==> config.mk <==
export PLATFORM = sky130hd
export DESIGN_NAME = stable_insertion_sorter
export DESIGN_NICKNAME = d
export VERILOG_FILES = /design/src/rtl/sis_pkg.sv /design/src/rtl/sis_cell.sv /design/src/rtl/sis_chain.sv /design/src/rtl/stable_insertion_sorter.sv
export VERILOG_INCLUDE_DIRS = /design/src /design/src/rtl
export SDC_FILE = /design/constraint.sdc
export NUM_CORES = 1
export LEC_CHECK = 0
export BUFFER_PORTS_ARGS = -buffer_cell sky130_fd_sc_hd__buf_2
export CELL_PAD_IN_SITES_DETAIL_PLACEMENT = 0
export CELL_PAD_IN_SITES_GLOBAL_PLACEMENT = 1
export CORE_MARGIN = 5
export CORE_UTILIZATION = 45
export CTS_BUF_LIST = sky130_fd_sc_hd__clkbuf_8 sky130_fd_sc_hd__clkbuf_16
export CTS_CLUSTER_SIZE = 28
export DETAILED_ROUTE_END_ITERATION = 7
export PLACE_DENSITY = 0.68
export SKIP_LAST_GASP = 1
export SLEW_MARGIN = 20
export SYNTH_ARGS = -nofsm -noshare
export SYNTH_HDL_FRONTEND = slang
export SYNTH_SLANG_ARGS = --single-unit
==> constraint.sdc <==
create_clock -name clk -period 6.2 [get_ports clk]
set_input_delay 0.31 -clock clk [delete_from_list [all_inputs] [get_ports clk]]
set_output_delay 0.31 -clock clk [all_outputs]
set_load 0.05 [all_outputs]
==> src/rtl/stable_insertion_sorter_assert.svh <==
// ----------------------------------------------------------------------------
// stable insertion sorter assertion macros
// concurrent checks, compiled away for synthesis
// ----------------------------------------------------------------------------
`ifndef STABLE_INSERTION_SORTER_ASSERT_SVH
`define STABLE_INSERTION_SORTER_ASSERT_SVH

`ifndef SYNTHESIS

// same-cycle implication, disabled during reset
`define SIS_ASSERT_IMP(label, clk, rst_n, ante, cons) \
	label: assert property (@(posedge clk) disable iff (!rst_n) (ante) |-> (cons)) \
		else $error("sis assertion failed");

// next-cycle implication, disabled during reset
`define SIS_ASSERT_NXT(label, clk, rst_n, ante, cons) \
	label: assert property (@(posedge clk) disable iff (!rst_n) (ante) |=> (cons)) \
		else $error("sis assertion failed");

`else

`define SIS_ASSERT_IMP(label, clk, rst_n, ante, cons)
`define SIS_ASSERT_NXT(label, clk, rst_n, ante, cons)

`endif

`endif

==> src/rtl/sis_pkg.sv <==
// ----------------------------------------------------------------------------
// sis_pkg
// types shared by the stable insertion sorter modules
// ----------------------------------------------------------------------------
package sis_pkg;

	localparam int KEY_W = 16;
	localparam int TAG_W = 8;

	// input record
	typedef struct packed {
		logic [KEY_W-1:0] cost_key;
		logic [TAG_W-1:0] record_tag;
		logic             end_of_run;
	} rec_t;

	// sorted result
	typedef struct packed {
		logic [KEY_W-1:0] sorted_key;
		logic [TAG_W-1:0] sorted_tag;
		logic             last_result;
		logic             overflow_seen;
	} res_t;

	// one stored record
	typedef struct packed {
		logic [KEY_W-1:0] key;
		logic [TAG_W-1:0] tag;
	} entry_t;

	// what a cell hands to its right neighbor
	typedef struct packed {
		entry_t entry;
		logic   occ;
		logic   gt;
	} link_t;

	// broadcast command to every cell
	typedef struct packed {
		logic   insert;
		logic   pop;
		entry_t entry;
	} cell_cmd_t;

endpackage

==> src/rtl/sis_cell.sv <==
// ----------------------------------------------------------------------------
// sis_cell
// one slot of the sorted chain: compare, shift right on insert, left on pop
// ----------------------------------------------------------------------------
module sis_cell (
	input  logic               clk,
	input  sis_pkg::cell_cmd_t cmd,
	input  logic               occ,
	input  sis_pkg::link_t     left,
	input  sis_pkg::entry_t    right,
	output sis_pkg::link_t     self
);

	sis_pkg::entry_t data_q;
	logic            gt;
	logic            load;

	// strict compare keeps equal keys in arrival order
	assign gt   = occ && (data_q.key > cmd.entry.key);
	assign load = cmd.insert && (!occ || gt) && (left.gt || left.occ);

	always_ff @(posedge clk) begin
		if (cmd.pop) begin
			data_q <= right;
		end else if (load) begin
			data_q <= left.gt ? left.entry : cmd.entry;
		end
	end

	assign self = '{entry: data_q, occ: occ, gt: gt};

endmodule

==> src/rtl/sis_chain.sv <==
// ----------------------------------------------------------------------------
// sis_chain
// row of sorting cells, slot 0 holds the smallest key
// ----------------------------------------------------------------------------
module sis_chain #(
	parameter int MAX_RECORDS = 16,
	localparam int FILL_W = $clog2(MAX_RECORDS + 1)
) (
	input  logic               clk,
	input  sis_pkg::cell_cmd_t cmd,
	input  logic [FILL_W-1:0]  fill,
	output sis_pkg::entry_t    head
);

	sis_pkg::link_t  links [MAX_RECORDS];
	sis_pkg::link_t  lefts [MAX_RECORDS];
	sis_pkg::entry_t rights [MAX_RECORDS];

	for (genvar i = 0; i < MAX_RECORDS; i++) begin : g_cell
		if (i == 0) begin : g_first
			// virtual occupied neighbor that is never greater
			assign lefts[i] = '{entry: cmd.entry, occ: 1'b1, gt: 1'b0};
		end else begin : g_mid
			assign lefts[i] = links[i-1];
		end

		if (i == MAX_RECORDS - 1) begin : g_last
			assign rights[i] = cmd.entry;
		end else begin : g_inner
			assign rights[i] = links[i+1].entry;
		end

		sis_cell u_cell (
			.clk   (clk),
			.cmd   (cmd),
			.occ   (fill > FILL_W'(i)),
			.left  (lefts[i]),
			.right (rights[i]),
			.self  (links[i])
		);
	end

	assign head = links[0].entry;

endmodule

==> src/rtl/stable_insertion_sorter.sv <==
// ----------------------------------------------------------------------------
// stable_insertion_sorter
// run-based stable insertion sorter built on a chain of compare/shift cells
// ----------------------------------------------------------------------------
// channel | direction | payload       | handshake
// rec     | in        | sis_pkg::rec_t | rec_valid / rec_ready
// res     | out       | sis_pkg::res_t | res_valid / res_ready
//
// every record of a run inserts in parallel: all cells compare against the
// broadcast key at once and the larger ones shift one slot right
// the record marked end_of_run starts a drain of one result per cycle out of
// slot 0 while the result register is free; rec_ready is low while
// draining
// arst_n clears the fill count, drop flag, drain state and result valid;
// the cell contents need no reset
// a stalled result register holds the drain; inserts do not depend on res
// ----------------------------------------------------------------------------
`include "stable_insertion_sorter_assert.svh"

module stable_insertion_sorter #(
	parameter int MAX_RECORDS = 16
) (
	input  logic          clk,
	input  logic          arst_n,
	input  logic          rec_valid,
	output logic          rec_ready,
	input  sis_pkg::rec_t rec,
	output logic          res_valid,
	input  logic          res_ready,
	output sis_pkg::res_t res
);

	localparam int FILL_W = $clog2(MAX_RECORDS + 1);

	logic [FILL_W-1:0]  fill_q;
	logic               dropped_q;
	logic               draining_q;
	logic               res_valid_q;
	sis_pkg::res_t      res_q;
	sis_pkg::cell_cmd_t cmd;
	sis_pkg::entry_t    head;
	logic               rec_xfer;
	logic               full;
	logic               pop;
	logic               last_pop;

	// input side: take records whenever no drain is running
	assign rec_ready = !draining_q;
	assign rec_xfer  = rec_valid && rec_ready;
	assign full      = (fill_q == FILL_W'(MAX_RECORDS));

	// output side: move the head into the result register when it is free
	assign pop      = draining_q && (!res_valid_q || res_ready);
	assign last_pop = pop && (fill_q == FILL_W'(1));

	// one command drives every cell: insert and pop never overlap
	assign cmd = '{
		insert: rec_xfer && !full,
		pop:    pop,
		entry:  '{key: rec.cost_key, tag: rec.record_tag}
	};

	sis_chain #(
		.MAX_RECORDS (MAX_RECORDS)
	) u_chain (
		.clk  (clk),
		.cmd  (cmd),
		.fill (fill_q),
		.head (head)
	);

	// run control: fill count, drop flag, drain phase
	always_ff @(posedge clk or negedge arst_n) begin
		if (!arst_n) begin
			fill_q     <= '0;
			dropped_q  <= 1'b0;
			draining_q <= 1'b0;
		end else begin
			if (rec_xfer) begin
				if (full) begin
					// record beyond capacity is dropped, flag rides on the run
					dropped_q <= 1'b1;
				end else begin
					fill_q <= fill_q + FILL_W'(1);
				end
				if (rec.end_of_run) begin
					draining_q <= 1'b1;
				end
			end else if (pop) begin
				fill_q <= fill_q - FILL_W'(1);
				if (last_pop) begin
					// run finished, list empty for the next one
					draining_q <= 1'b0;
					dropped_q  <= 1'b0;
				end
			end
		end
	end

	// result register decouples the drain from the consumer
	always_ff @(posedge clk or negedge arst_n) begin
		if (!arst_n) begin
			res_valid_q <= 1'b0;
		end else if (pop) begin
			res_valid_q <= 1'b1;
		end else if (res_ready) begin
			res_valid_q <= 1'b0;
		end
	end

	always_ff @(posedge clk) begin
		if (pop) begin
			res_q <= '{
				sorted_key:    head.key,
				sorted_tag:    head.tag,
				last_result:   (fill_q == FILL_W'(1)),
				overflow_seen: dropped_q
			};
		end
	end

	assign res_valid = res_valid_q;
	assign res       = res_q;

	// fill count stays within the chain
	`SIS_ASSERT_IMP(a_fill_bound, clk, arst_n, 1'b1, fill_q <= FILL_W'(MAX_RECORDS))

	// a drain always has something left to pop
	`SIS_ASSERT_IMP(a_drain_nonempty, clk, arst_n, draining_q, fill_q != '0)

	// popping the final record closes the run and clears its drop flag
	`SIS_ASSERT_NXT(a_run_close, clk, arst_n, last_pop,
		!draining_q && fill_q == '0 && !dropped_q && res_valid && res.last_result)

	// an accepted record with room left grows the list by one
	`SIS_ASSERT_NXT(a_insert_grow, clk, arst_n, rec_xfer && !full,
		fill_q == $past(fill_q) + FILL_W'(1))

endmodule
==> results of run 1 <==
-- cell families (layout without fill, tap and decap cells) --
kind of cell,Yosys count,after routing,share of synthesized area [%]
compound gates,669,669,18.9
xor+xnor,4,4,0.127
fa+ha+maj,261,261,11.8
buf+inv,268,270,4.96
flops,418,418,45.2
mux,24,24,0.972
simple gates,1014,1014,18.1
-- cell type report --
type / instances / area (um2) / share of cell area [%]
clock inverters: 38 / 362 / 1.20
multi-input cells: 1972 / 14000 / 46.2
inverters: 46 / 180 / 0.596
clock buffers: 49 / 1230 / 4.05
well taps: 790 / 988 / 3.27
flip-flops and latches: 418 / 12500 / 41.4
repair buffers: 137 / 997 / 3.30
-- stage by stage --
step	utilization, %	power [W]	instances
floorplan	-	0.0130	2658
detailed placement	46.6	0.0162	3359
global route	49.3	0.0204	3450
CTS	49.2	0.0191	3448
finish	49.3	0.0194	3450
global placement	46.4	0.0158	3354
-- power groups by stage --
stage	clock network [W]	logic [W]	registers, W
after CTS	0.00300	0.00903	0.00712
after global routing	0.00312	0.0100	0.00724
after global placement	0	0.00866	0.00718
after floorplan	0	0.00657	0.00648
final	0.00297	0.00919	0.00721
after detailed placement	0	0.00900	0.00716
-- metal layers --
layer	up-vias	GRT usage [%]	wire, um
met3	286	7.68	9260
li1	10300	-	-
met4	4	14.3	5640
met1	11700	40.3	43200
met5	-	0	23
met2	1085	49.7	49500
-- flip-flops by register name (all words and copies together) (netlist names) --
name and flops:
u_chain.g_cell.u_cell.self 384, dropped_q 1, res 26, draining_q 1, fill_q 5, res_valid 1
-- worst paths after layout --
| path | from | end | cells past startpoint | slack, ns |
|---|---|---|---|---|
| max | rec[24] | u_chain.g_cell[14].u_cell.self[9] | 11 | 2.26 |
| min | rec[22] | u_chain.g_cell[15].u_cell.self[23] | 2 | 0.04 |
| max reg2reg | u_chain.g_cell[13].u_cell.self[21] | u_chain.g_cell[14].u_cell.self[9] | 9 | 2.37 |
| min reg2reg | dropped_q | res[0] | 0 | 0.46 |
| max in group asynchronous | arst_n | fill_q[0] | 2 | 5.85 |
| min in group asynchronous | arst_n | draining_q | 2 | 0.14 |
-- synthesized netlist by cell type (all sizes together) (15+ instances only) --
cell type	count
a21o	19
a21oi	151
a31o	16
a31oi	46
and2	19
buf	107
clkbuf	115
edfxtp	410
ha	261
inv	46
mux2	23
nand2	432
nand3	129
nand4	259
nor2	72
nor2b	19
nor4	25
o211ai	285
o21ai	79
or4	15
-- timing repair --
action / CTS / global route
hold buffers: 2 / 0
hold endpoints to repair: 9 / 0
resized for setup: 0 / 0
==> results.toml, run 1 <==
[timing]
fin_worst_skew_ns = 0.0272
worstMarginPinSlew_ns = 1.20
max_freq_ghz = 0.254
whs_ns = 0.0434
setup-tns-final_ns = 0
drv_slew = 0
hold_viol_final = 0
final-setup-viol-count = 0
rsz0062_at_grt = "false"
max-slew-margin-rel_pct = 19.7
fin_crit_ns = 3.94
layout_setup_ws_ns = 2.26
fin_crit_sh_pct = 63.6

[critical_path]
cp_num_buf_inv = 4
critPathMaxFanout = 18
cp_cell_sequence = "buf_2 -> inv_1 -> ha_1 -> nand4_2 -> nor4_1 -> a21bo_2 -> a31oi_4 -> buf_4 -> and2_1 -> buf_4 -> o211ai_2"
crit_slowest_cell = "and2_1"
worstSetupPathType = "in -> reg"
critPathMaxStageDelay_ns = 0.83
arrival_ns = 4.26
critPathRequiredTime_ns = 6.52
critPathMostFrequentCell = "buf_4"
cp_top_family = "buffers and inverters"
worstSetupEndpointType = "flop"
start_kind = "primary input"

[logic_synthesis]
netlist_instances = 2658
synthArstFlopShare_pct = 1.91
avgSynthCellArea_um2 = 10.4
yosys.area.top_type_share_pct = 44.5
synthTopCellsByArea = "edfxtp_1 (44%), ha_1 (12%), o211ai_2 (5.9%)"
synth_edf_count = 410
syn_area_um2 = 27700
synth.distinct_cells = 73
ys_warn_count = 0
synthesis.nets = 2948
synth-seq-cells = 418
synth_area_leader_cell = "edfxtp_1"
ys_seq_area_share_pct = 45.2
synth_flop_cell = "edfxtp_1"

[route]
first_pass_iters = 6
totalWireLength_um = 108000
vias = 23400
detail_route.iter0.violations = 2331
ant_nets = 0
via_per_inst = 6.79
drc = 0
routedWlPerCell_um = 31.2

[floorplan]
ios = 57
dieArea_um2 = 66600
die_w_um = 258
rows = 91
coreArea_um2 = 61400
die_y_um = 258
start_util_pct = 45.1

[layout]
fillers = 5598
syn2layout_area_growth_pct = 9.32
antenna_cells = 0
final_nets = 2913
final_cell_area_um2 = 30300
drive_gt1_share_pct = 14.7
final_cell_mix = "nand2_1 (426), edfxtp_1 (410), ha_1 (261)"
mostFrequentLayoutCell = "nand2_1"

[power_and_ir_drop]
clkPwrFrac_pct = 15.4
pwr-share-seq_pct = 37.2
p_switching_w = 0.00918
intPower_w = 0.0102
vdd_drop_max_v = 0.000282
combinationalPowerShare_pct = 47.4
p_sw_share_pct = 47.4
p_leak_nw = 11.3
power_density_nw_per_um2 = 640

[clock_tree]
tritoncts = "yes"
postCtsSetupRepairBufs = 0
htreeDepth = 2
clk_path_buf_depth = 3
cts-root-buf = "clkbuf_16"
clock_latency_ns = 0.61
numCtsBuffers = 48
cts_sinks = 418
path_clk_slew_ns = 0.06

[placement]
place_congestion = 0.930
dpl_worst_slack_ns = 1.74
port_buffers = 56
hpwlAfterDp_um = 75300
dpl-instance-area_um2 = 28600

[global_routing]
grt_pass1_vias = 23000
grt_max_degree = 179
overflow = 0
grt_use_total_pct = 31.2
antenna_found_initial = 3
grt_pass1_wl_um = 156000

[hold_path]
hp-class = "in -> reg"

[outcome]
status = "complete, no violations"

[run]
cap_violations = 0
Note: power is estimated with default switching activity, not from simulation.
==> inputs of run 2 (changes only) <==
--- a/config.mk
+++ b/config.mk
@@ -6,15 +6,16 @@
 export SDC_FILE = /design/constraint.sdc
 export NUM_CORES = 1
 export LEC_CHECK = 0
+export ABC_AREA = 1
 export BUFFER_PORTS_ARGS = -buffer_cell sky130_fd_sc_hd__buf_2
 export CELL_PAD_IN_SITES_DETAIL_PLACEMENT = 0
 export CELL_PAD_IN_SITES_GLOBAL_PLACEMENT = 1
 export CORE_MARGIN = 5
-export CORE_UTILIZATION = 45
+export CORE_UTILIZATION = 44
 export CTS_BUF_LIST = sky130_fd_sc_hd__clkbuf_8 sky130_fd_sc_hd__clkbuf_16
 export CTS_CLUSTER_SIZE = 28
 export DETAILED_ROUTE_END_ITERATION = 7
-export PLACE_DENSITY = 0.68
+export PLACE_DENSITY = 0.74
 export SKIP_LAST_GASP = 1
 export SLEW_MARGIN = 20
 export SYNTH_ARGS = -nofsm -noshare
==> constraint.sdc (replaced) <==
create_clock -name clk -period 3.4 [get_ports clk]
set_input_delay 0.17 -clock clk [delete_from_list [all_inputs] [get_ports clk]]
set_output_delay 0.17 -clock clk [all_outputs]
set_load 0.05 [all_outputs]
==> results.toml, run 2 <==
[run]
cap_violations = 0

[floorplan]
rows = 95
dieArea_um2 = 72700
coreArea_um2 = 67000
ios = 57
die_w_um = 270
start_util_pct = 44.2
die_y_um = 270

[timing]
rsz0062_at_grt = "false"
final-setup-viol-count = 0
layout_setup_ws_ns = 0.509
max-slew-margin-rel_pct = 27.6
fin_crit_ns = 2.89
fin_worst_skew_ns = 0.0308
drv_slew = 0
setup-tns-final_ns = 0
fin_crit_sh_pct = 85.0
worstMarginPinSlew_ns = 1.09
max_freq_ghz = 0.346
hold_viol_final = 0

[layout]
fin_util_pct = 49.6
final_cell_mix = "nand2_1 (1360), inv_1 (473), edfxtp_1 (410)"
drive_gt1_share_pct = 7.55
largest_reg_flops = 384
mostFrequentLayoutCell = "nand2_1"
antenna_cells = 0
final_nets = 4144
syn2layout_area_growth_pct = 12.1
final_cells = 4768

[logic_synthesis]
ys_warn_count = 0
synth_flop_cell = "edfxtp_1"
synth-seq-cells = 418
netlist_instances = 3825
ys_seq_area_share_pct = 42.2
avgSynthCellArea_um2 = 7.75
syn_area_um2 = 29600
synth_commonest_cells = "nand2_1 (1361), inv_1 (475), edfxtp_1 (410)"
synthTopCellsByArea = "edfxtp_1 (42%), nand2_1 (17%), ha_1 (11%)"
synthesis.nets = 4115
synth.distinct_cells = 38
yosys.area.top_type_share_pct = 41.5
synth_edf_count = 410
synth.most_common_cell = "nand2_1"
synthArstFlopShare_pct = 1.91
synth_area_leader_cell = "edfxtp_1"

[critical_path]
worstSetupEndpointType = "flop"
timing.critical_path.to = "u_chain.g_cell[10].u_cell.self[19]"
reg2regPathDepth = 10
r2r_setup_slack_ns = 0.61
worstSetupPathType = "in -> reg"
rr_startpoint = "fill_q[1]"
arrival_ns = 3.38
start_kind = "primary input"
critPathRequiredTime_ns = 3.89
crit_start = "rec[13]"
critPathMaxFanout = 24
rr_endpoint = "u_chain.g_cell[10].u_cell.self[19]"

[global_routing]
grt_pass1_vias = 25800
overflow = 0
antenna_found_initial = 0
grt_max_degree = 139
grt_use_total_pct = 26.2
grt_pass1_wl_um = 152000

[placement]
hpwlAfterDp_um = 69600
placed_cells = 4648
place_congestion = 0.837
dpl_worst_slack_ns = 0.316
port_buffers = 56

[power_and_ir_drop]
combinationalPowerShare_pct = 48.1
power_density_nw_per_um2 = 1070
clkPwrFrac_pct = 17.0
pwr-share-seq_pct = 34.9
p_leak_nw = 16.4
vdd_drop_max_v = 0.000533
p_sw_share_pct = 46.3
p_switching_w = 0.0164
intPower_w = 0.0190

[clock_tree]
clock_latency_ns = 0.63
postCtsSetupRepairBufs = 0
cts_sinks = 418
clk_path_buf_depth = 3
cts-root-buf = "clkbuf_16"
numCtsBuffers = 51
path_clk_slew_ns = 0.06
htreeDepth = 2
tritoncts = "yes"

[hold_path]
hp-class = "in -> reg"
hold_depth = 3

[route]
routedWlPerCell_um = 20.6
drc = 0
first_pass_iters = 5
ant_nets = 0
vias = 26400
totalWireLength_um = 98400
detail_route.iter0.violations = 2434
via_per_inst = 5.53

[outcome]
status = "complete, no violations"
==> run 2: cell types whose count changed after synthesis, moves of 39 or more <==
cell / previous run / this run
nand3_1: 129 / 387
a31oi_1: 40 / 1
o211ai_2: 130 / 0
nand2_1: 431 / 1361
o211ai_1: 155 / 1
inv_1: 44 / 475
a21oi_1: 151 / 107
nand4_1: 258 / 361
==> run 2: cell type report <==
| class | count | area, um2 |
|---|---|---|
| fill | 6773 | 33800 |
| multi-input combinational | 2695 | 14400 |
| sequential | 418 | 12500 |
| inverter | 487 | 1840 |
| timing repair buffer | 201 | 1620 |
| clock buffer | 52 | 1300 |
| tap | 873 | 1090 |
| clock inverter | 42 | 512 |
==> run 2: critical path: stages <==
cell,delay [ns]
dlygate4sd3_1,0.52
buf_2,0.21
clkinv_1,0.12
buf_4,0.25
ha_1,0.35
nand2_1,0.05
nor2_1,0.13
nand2_1,0.07
nand2_1,0.06
nand2_1,0.05
nand2_1,0.38
nand3_2,0.59
nand2_1,0.21
nand3_1,0.09
nand2_1,0.08
==> run 2: how the worst min path moves through the flow <==
stage | from | end | slack, ns
after detailed placement | arst_n | res_valid | 0.07
after global placement | arst_n | res_valid | 0.07
final | rec_valid | fill_q[4] | 0.02
after floorplan | arst_n | draining_q | -0.13
after global routing | rec_valid | fill_q[4] | 0.03
after CTS | rec[18] | u_chain.g_cell[15].u_cell.self[19] | 0.002
==> run 2: through the flow <==
stage	area, um2	total power, W	hold WS, ns
floorplan	29600	0.0238	-0.126
global placement	31200	0.0292	0.0749
detailed placement	31200	0.0294	0.0738
CTS	33200	0.0355	0.00193
global route	33200	0.0384	0.0273
finish	33200	0.0354	0.0213
==> run 2: power by group through the flow <==
stage	registers [W]	clock network, W	logic [W]
floorplan	0.0117	0	0.0122
global placement	0.0124	0	0.0168
detailed placement	0.0124	0	0.0170
CTS	0.0123	0.00609	0.0171
global route	0.0126	0.00630	0.0195
finish	0.0124	0.00603	0.0170
==> run 2: repair_timing <==
| action | CTS | global route |
|---|---|---|
| setup endpoints to repair | 0 | 13 |
| gates resized for setup | 0 | 1 |
| hold buffers | 26 | 0 |
| endpoints found under the hold margin | 51 | 0 |
==> run 2: cells by family (layout without fill, tap and decap cells) <==
logic type                 after synthesis  count (layout)  synth area share [%]
AOI/OAI and AO/OA                      214             214                  4.02
xor gates and xnor gates                 4               4                 0.118
adders and majority gates              261             261                  11.0
buffers and inverters                  712             782                  9.48
DFF                                    418             418                  42.2
and+or+nand+nor                       2216            2216                  33.2
==> run 2: routing by layer <==
layer / vias to the layer above / share of wire [%] / wire length, um / GRT usage, %
met5: - / 0 / 0 / 0
met2: 701 / 47 / 46600 / 44.0
met4: 0 / 2.3 / 2250 / 6.06
met3: 142 / 5.8 / 5760 / 4.02
li1: 13000 / - / - / -
met1: 12500 / 45 / 43800 / 35.9
